[src/rtl/aes_pkg.sv]
// aes_pkg: shared types, S-box table and round functions for the AES-128 core.
// Used by aes_key_sched and aes128_block_encrypt_core; depends on nothing.
package aes_pkg;

   localparam int AES_FULL_ROUNDS = 9;

   typedef struct packed {
      logic [63:0] block_high;
      logic [63:0] block_low;
   } req_type;

   typedef struct packed {
      logic [63:0] cipher_high;
      logic [63:0] cipher_low;
   } rsp_type;

   typedef struct packed {
      logic busy;
   } ks_status_type;

   localparam logic [7:0] SBOX [256] = '{
      8'h63, 8'h7c, 8'h77, 8'h7b, 8'hf2, 8'h6b, 8'h6f, 8'hc5,
      8'h30, 8'h01, 8'h67, 8'h2b, 8'hfe, 8'hd7, 8'hab, 8'h76,
      8'hca, 8'h82, 8'hc9, 8'h7d, 8'hfa, 8'h59, 8'h47, 8'hf0,
      8'had, 8'hd4, 8'ha2, 8'haf, 8'h9c, 8'ha4, 8'h72, 8'hc0,
      8'hb7, 8'hfd, 8'h93, 8'h26, 8'h36, 8'h3f, 8'hf7, 8'hcc,
      8'h34, 8'ha5, 8'he5, 8'hf1, 8'h71, 8'hd8, 8'h31, 8'h15,
      8'h04, 8'hc7, 8'h23, 8'hc3, 8'h18, 8'h96, 8'h05, 8'h9a,
      8'h07, 8'h12, 8'h80, 8'he2, 8'heb, 8'h27, 8'hb2, 8'h75,
      8'h09, 8'h83, 8'h2c, 8'h1a, 8'h1b, 8'h6e, 8'h5a, 8'ha0,
      8'h52, 8'h3b, 8'hd6, 8'hb3, 8'h29, 8'he3, 8'h2f, 8'h84,
      8'h53, 8'hd1, 8'h00, 8'hed, 8'h20, 8'hfc, 8'hb1, 8'h5b,
      8'h6a, 8'hcb, 8'hbe, 8'h39, 8'h4a, 8'h4c, 8'h58, 8'hcf,
      8'hd0, 8'hef, 8'haa, 8'hfb, 8'h43, 8'h4d, 8'h33, 8'h85,
      8'h45, 8'hf9, 8'h02, 8'h7f, 8'h50, 8'h3c, 8'h9f, 8'ha8,
      8'h51, 8'ha3, 8'h40, 8'h8f, 8'h92, 8'h9d, 8'h38, 8'hf5,
      8'hbc, 8'hb6, 8'hda, 8'h21, 8'h10, 8'hff, 8'hf3, 8'hd2,
      8'hcd, 8'h0c, 8'h13, 8'hec, 8'h5f, 8'h97, 8'h44, 8'h17,
      8'hc4, 8'ha7, 8'h7e, 8'h3d, 8'h64, 8'h5d, 8'h19, 8'h73,
      8'h60, 8'h81, 8'h4f, 8'hdc, 8'h22, 8'h2a, 8'h90, 8'h88,
      8'h46, 8'hee, 8'hb8, 8'h14, 8'hde, 8'h5e, 8'h0b, 8'hdb,
      8'he0, 8'h32, 8'h3a, 8'h0a, 8'h49, 8'h06, 8'h24, 8'h5c,
      8'hc2, 8'hd3, 8'hac, 8'h62, 8'h91, 8'h95, 8'he4, 8'h79,
      8'he7, 8'hc8, 8'h37, 8'h6d, 8'h8d, 8'hd5, 8'h4e, 8'ha9,
      8'h6c, 8'h56, 8'hf4, 8'hea, 8'h65, 8'h7a, 8'hae, 8'h08,
      8'hba, 8'h78, 8'h25, 8'h2e, 8'h1c, 8'ha6, 8'hb4, 8'hc6,
      8'he8, 8'hdd, 8'h74, 8'h1f, 8'h4b, 8'hbd, 8'h8b, 8'h8a,
      8'h70, 8'h3e, 8'hb5, 8'h66, 8'h48, 8'h03, 8'hf6, 8'h0e,
      8'h61, 8'h35, 8'h57, 8'hb9, 8'h86, 8'hc1, 8'h1d, 8'h9e,
      8'he1, 8'hf8, 8'h98, 8'h11, 8'h69, 8'hd9, 8'h8e, 8'h94,
      8'h9b, 8'h1e, 8'h87, 8'he9, 8'hce, 8'h55, 8'h28, 8'hdf,
      8'h8c, 8'ha1, 8'h89, 8'h0d, 8'hbf, 8'he6, 8'h42, 8'h68,
      8'h41, 8'h99, 8'h2d, 8'h0f, 8'hb0, 8'h54, 8'hbb, 8'h16
   };

   function automatic logic [7:0] xtime(input logic [7:0] a);
      return {a[6:0], 1'b0} ^ (a[7] ? 8'h1b : 8'h00);
   endfunction

   // Byte n of the block sits in bits 127-8n down to 120-8n.
   function automatic logic [7:0] get_byte(input logic [127:0] s, input int n);
      return s[127 - 8*n -: 8];
   endfunction

   // One cipher round: SubBytes, ShiftRows, MixColumns unless final, AddRoundKey.
   function automatic logic [127:0] round_fn(input logic [127:0] s,
                                             input logic [127:0] rk,
                                             input logic         final_rnd);
      logic [7:0]   t [16];
      logic [7:0]   m [16];
      logic [7:0]   a0, a1, a2, a3, d0, d1, d2, d3;
      logic [127:0] o;
      for (int c = 0; c < 4; c++) begin
         for (int r = 0; r < 4; r++) begin
            t[4*c + r] = SBOX[get_byte(s, 4*((c + r) % 4) + r)];
         end
      end
      for (int c = 0; c < 4; c++) begin
         a0 = t[4*c];
         a1 = t[4*c + 1];
         a2 = t[4*c + 2];
         a3 = t[4*c + 3];
         d0 = xtime(a0);
         d1 = xtime(a1);
         d2 = xtime(a2);
         d3 = xtime(a3);
         m[4*c]     = d0 ^ d1 ^ a1 ^ a2 ^ a3;
         m[4*c + 1] = a0 ^ d1 ^ d2 ^ a2 ^ a3;
         m[4*c + 2] = a0 ^ a1 ^ d2 ^ d3 ^ a3;
         m[4*c + 3] = d0 ^ a0 ^ a1 ^ a2 ^ d3;
      end
      for (int n = 0; n < 16; n++) begin
         o[127 - 8*n -: 8] = (final_rnd ? t[n] : m[n]) ^ get_byte(rk, n);
      end
      return o;
   endfunction

   // Next round key from the previous one.
   function automatic logic [127:0] next_key(input logic [127:0] k, input logic [7:0] rcon);
      logic [31:0] w0, w1, w2, w3, t, n0, n1, n2, n3;
      w0 = k[127:96];
      w1 = k[95:64];
      w2 = k[63:32];
      w3 = k[31:0];
      t  = {SBOX[w3[23:16]] ^ rcon, SBOX[w3[15:8]], SBOX[w3[7:0]], SBOX[w3[31:24]]};
      n0 = w0 ^ t;
      n1 = w1 ^ n0;
      n2 = w2 ^ n1;
      n3 = w3 ^ n2;
      return {n0, n1, n2, n3};
   endfunction

endpackage

[src/rtl/aes_key_sched.sv]
// aes_key_sched: expands the cipher key into the round keys, one key per cycle.
// Depends on aes_pkg (S-box, next_key, xtime, status type).
module aes_key_sched #(
   parameter int FULL_ROUNDS = aes_pkg::AES_FULL_ROUNDS
) (
   input  logic                  clock,
   input  logic                  reset,
   input  logic                  start,
   input  logic [127:0]          cipher_key,
   output logic [127:0]          round_keys [FULL_ROUNDS + 2],
   output aes_pkg::ks_status_type status
);

   localparam int NumKeys = FULL_ROUNDS + 2;
   localparam int CntW    = $clog2(NumKeys);

   logic [127:0]    rk_ff [NumKeys];
   logic [127:0]    cur_ff;
   logic [127:0]    cur_in;
   logic [7:0]      rcon_ff;
   logic [CntW-1:0] rnd_ff;
   logic            busy_ff;

   assign cur_in = aes_pkg::next_key(cur_ff, rcon_ff);

   // Round 0 loads the raw key; the following rounds each derive one key.
   always_ff @(posedge clock) begin
      if (reset || start) begin
         busy_ff <= 1'b1;
         rnd_ff  <= '0;
      end else if (busy_ff) begin
         if (rnd_ff == '0) begin
            rk_ff[0] <= cipher_key;
            cur_ff   <= cipher_key;
            rcon_ff  <= 8'h01;
            rnd_ff   <= CntW'(1);
         end else begin
            rk_ff[rnd_ff] <= cur_in;
            cur_ff        <= cur_in;
            rcon_ff       <= aes_pkg::xtime(rcon_ff);
            if (rnd_ff == CntW'(NumKeys - 1)) begin
               busy_ff <= 1'b0;
            end else begin
               rnd_ff <= rnd_ff + CntW'(1);
            end
         end
      end
   end

   assign round_keys  = rk_ff;
   assign status.busy = busy_ff;

endmodule

[config.mk]
export PLATFORM = sky130hd
export DESIGN_NAME = aes_key_sched
export DESIGN_NICKNAME = d
export VERILOG_FILES = /design/src/rtl/aes_pkg.sv /design/src/rtl/aes_key_sched.sv
export SDC_FILE = /design/constraint.sdc
export NUM_CORES = 2
export LEC_CHECK = 0
export BUFFER_PORTS_ARGS = -buffer_cell sky130_fd_sc_hd__buf_2
export CORE_AREA = 2 2 606 608
export CTS_BUF_LIST = sky130_fd_sc_hd__clkbuf_8 sky130_fd_sc_hd__clkbuf_16
export CTS_CLUSTER_DIAMETER = 40
export CTS_CLUSTER_SIZE = 40
export DETAILED_ROUTE_END_ITERATION = 8
export DIE_AREA = 0 0 608 610
export PLACE_DENSITY = 0.38
export SLEW_MARGIN = 20
export SYNTH_ARGS = -nofsm -noshare
export SYNTH_HDL_FRONTEND = slang
export SYNTH_SLANG_ARGS = --single-unit
[constraint.sdc]
create_clock -name clock -period 20.1 [get_ports clock]
set_input_delay 4.02 -clock clock [delete_from_list [all_inputs] [get_ports clock]]
set_output_delay 4.02 -clock clock [all_outputs]
set_load 0.01 [all_outputs]
==> out/metrics.cfg <==
[routing]
first_pass_iters = 5
wl_per_cell_um = 30.3
drtIter0Drc = 4668
drt-vias-per-instance = 4.37
route.antenna.remaining_nets = 0
routed_wl_um = 334000
vias = 48200
drc = 0

[timing]
slew_headroom_pct = 11.7
skew_ns = 0.0669
final_max_slew_viol_count = 0
period_share_pct = 36.0
grt_setup_unrepaired = false
max_slew.worst_pin.slew_ns = 1.29
finalHoldViolations = 0
setup_viol = 0
min_period_ns = 7.24
fmax_ghz = 0.138
final.setup.tns_ns = 0

[yosys]
syn_avg_cell_area_um2 = 15.1
synth_top_area_share_pct = 71.5
ys_warn_count = 0
synth-simple-area-share_pct = 9.23
async_flop_share_pct = 0
muxShareOfSynthArea_pct = 2.50
synthesis.nets = 4480
synth-xor-area-share_pct = 2.99
synthTopCellsByArea = edfxtp_1, and3_1, mux4_2, a21oi_1, xnor2_1
synth-edff-count = 1544
ys.flop_type = edfxtp_1
yosysMostFrequentCell = edfxtp_1
synthTopCellsByCount = edfxtp_1, nor2_1, nand2_1
synth_compound_area_share_pct = 9.67
syn-instance-count = 4289
synth_top_family_by_area = compound AO/OA/AOI/OAI gates
synth_fa_ha_area_share_pct = 1.16
syn_area_um2 = 64900
ys_types = 110
yosysTopAreaCell = edfxtp_1
ys_seq_elements = 1549
ys_seq_area_share_pct = 71.6

[floorplanning]
dieArea_um2 = 371000
die_h_um = 610
fp.dieW_um = 608
ios = 1540
core_area_um2 = 364000
start_util_pct = 17.8
rows = 222

[worst_setup_path]
endpoint_kind = register
rrSetupSlack_ns = 14.21
crit_arrival_ns = 7.70
cp.required_ns = 20.56
rr_endpoint = round_keys[911]
startpoint_type = primary input
r2r_cells = 12
crit_type = primary input to register
reg2reg_from = cur_ff[1]
cp_max_fo = 44

[pwr]
p_per_area_nw_per_um2 = 118
peakVddDrop_uv = 86.3
p_leak_nw = 32.6

[cts]
root_buffer = clkbuf_16
cts_tree = built
cts_buffers = 274
cts.sinks = 1549
post_cts_resized = 0
hold_buffers = 0
clk_latency_ns = 0.90
cts_setup_buffers = 0
cts.reportedPaths.clkPinSlew_ns = 0.05
clockBufferDepth = 4
ctsHtreeMaxLevel = 5

[placed_design]
dp_hpwl_um = 239000
gp_congestion = 0.906
port-buffer-count = 1539
dpl.cell_count = 10500

[min_path]
min_from = rcon_ff[6]
hp-class = register to register
hold-path-endpoint = rcon_ff[7]
min_path_cells = 1

[final_layout]
layout.nets = 6164
layout-drive-gt1-share_pct = 38.5
instances_no_fill = 11000
area_delta_synth_final_pct = 36.2

[global_route]
antenna_found_initial = 57
first_global_vias = 47600
grt_max_degree = 126
track_usage_pct = 17.1
overflow = 0
grt_pass1_wl_um = 441000

[status]
status = finished, final reports clean

[run]
max-cap-violations = 0

-- worst max-delay path: stages --
cell and delay (ns):
buf_2 0.18, nor2_1 0.20, nand2_1 0.26, nor4_1 0.46, and2_4 0.62, buf_4 0.48
buf_4 0.51, buf_4 0.67
-- area by class of cell --
cell class | count | area [µm²]
fill | 38500 | 276000
sequential | 1549 | 46500
multi-input combinational | 2345 | 17000
timing repair buffer | 1723 | 9110
clock buffer | 278 | 6960
tap | 4816 | 6030
clock inverter | 216 | 2510
inverter | 80 | 308
antenna | 17 | 42.5
-- metal layers --
layer / vias up / part of all wire [%] / wire length, µm / GRT usage (%)
li1: 20200 / - / - / -
met3: 500 / 6.6 / 22000 / 3.56
met5: - / 0.028 / 93 / 0
met4: 14 / 4.1 / 13800 / 6.78
met1: 25200 / 40 / 134000 / 21.0
met2: 2303 / 49 / 164000 / 29.3
-- worst max-delay path by stage --
| stage | to | depth (start not counted) | startpoint | slack [ns] |
|---|---|---|---|---|
| floorplan | round_keys[1280] | 3 | start | 9.89 |
| global placement | round_keys[1152] | 8 | reset | 11.84 |
| detailed placement | round_keys[1152] | 8 | reset | 11.95 |
| CTS | round_keys[1152] | 8 | reset | 12.91 |
| global route | round_keys[1154] | 8 | reset | 12.65 |
| finish | round_keys[1152] | 8 | start | 12.86 |
-- stage by stage --
stage               util (%)  cell area, µm²  power [mW]  setup WS, ns  hold slack [ns]
finish                  24.3           88400        10.5         12.86            0.579
global route            24.2           88300        10.8         12.65            0.602
CTS                     24.2           88300        10.6         12.91            0.587
detailed placement      21.6           78900        5.80         11.95            0.583
global placement        21.6           78800        5.80         11.84            0.560
floorplan                  -           64900        4.74          9.89            0.528
-- placed cells by master (no fill, tap or decap), types with 22 or more instances in the layout --
master | synthesis | final
edfxtp_1 | 1544 | 1544
buf_2 | 106 | 1539
clkbuf_16 | 0 | 278
nor2_1 | 202 | 200
buf_4 | 33 | 182
nand2_1 | 164 | 163
a21oi_1 | 160 | 159
and3_1 | 157 | 154
o21ai_0 | 142 | 142
nand3_1 | 105 | 105
nor2b_1 | 91 | 91
nor3_1 | 91 | 91
inv_1 | 70 | 89
nand2b_1 | 89 | 89
a21o_1 | 83 | 83
xnor2_1 | 91 | 66
ha_1 | 60 | 59
o311ai_0 | 52 | 52
a31oi_1 | 47 | 47
a211oi_1 | 41 | 41
mux2i_1 | 40 | 40
o211ai_1 | 37 | 37
mux4_2 | 36 | 36
xor2_1 | 41 | 36
bufinv_16 | 0 | 36
and2_1 | 42 | 34
mux2_2 | 34 | 34
xnor2_2 | 13 | 33
a311oi_1 | 33 | 33
clkinv_2 | 0 | 33
or3_1 | 31 | 31
o31ai_1 | 30 | 30
or2_2 | 29 | 29
clkinv_1 | 6 | 28
clkinvlp_4 | 0 | 27
inv_6 | 0 | 25
nand4_1 | 24 | 24
o21bai_1 | 23 | 23
clkinv_4 | 0 | 23
nor3b_1 | 22 | 22
-- sequential cells by signal (all words and copies together), names as in the netlist --
name and flops:
rcon_ff 8, round_keys 1408, status 1, rnd_ff 4, cur_ff 128
-- power by group --
group	internal, mW	switching, mW	leakage (nW)
Clock	3.03	1.76	4.64
Sequential	3.91	0.0257	14.0
Combinational	0.417	1.33	13.9
-- cell families after synthesis --
| family | Yosys count |
|---|---|
| buffers and inverters | 395 |
| AO/OA/AOI/OAI | 885 |
| AND/OR/NAND/NOR | 1116 |
| XOR/XNOR | 172 |
| multiplexers | 112 |
| flip-flops | 1549 |
| adder cells (fa/ha/maj) | 60 |
No activity file was read; power rests on OpenSTA's default activity.
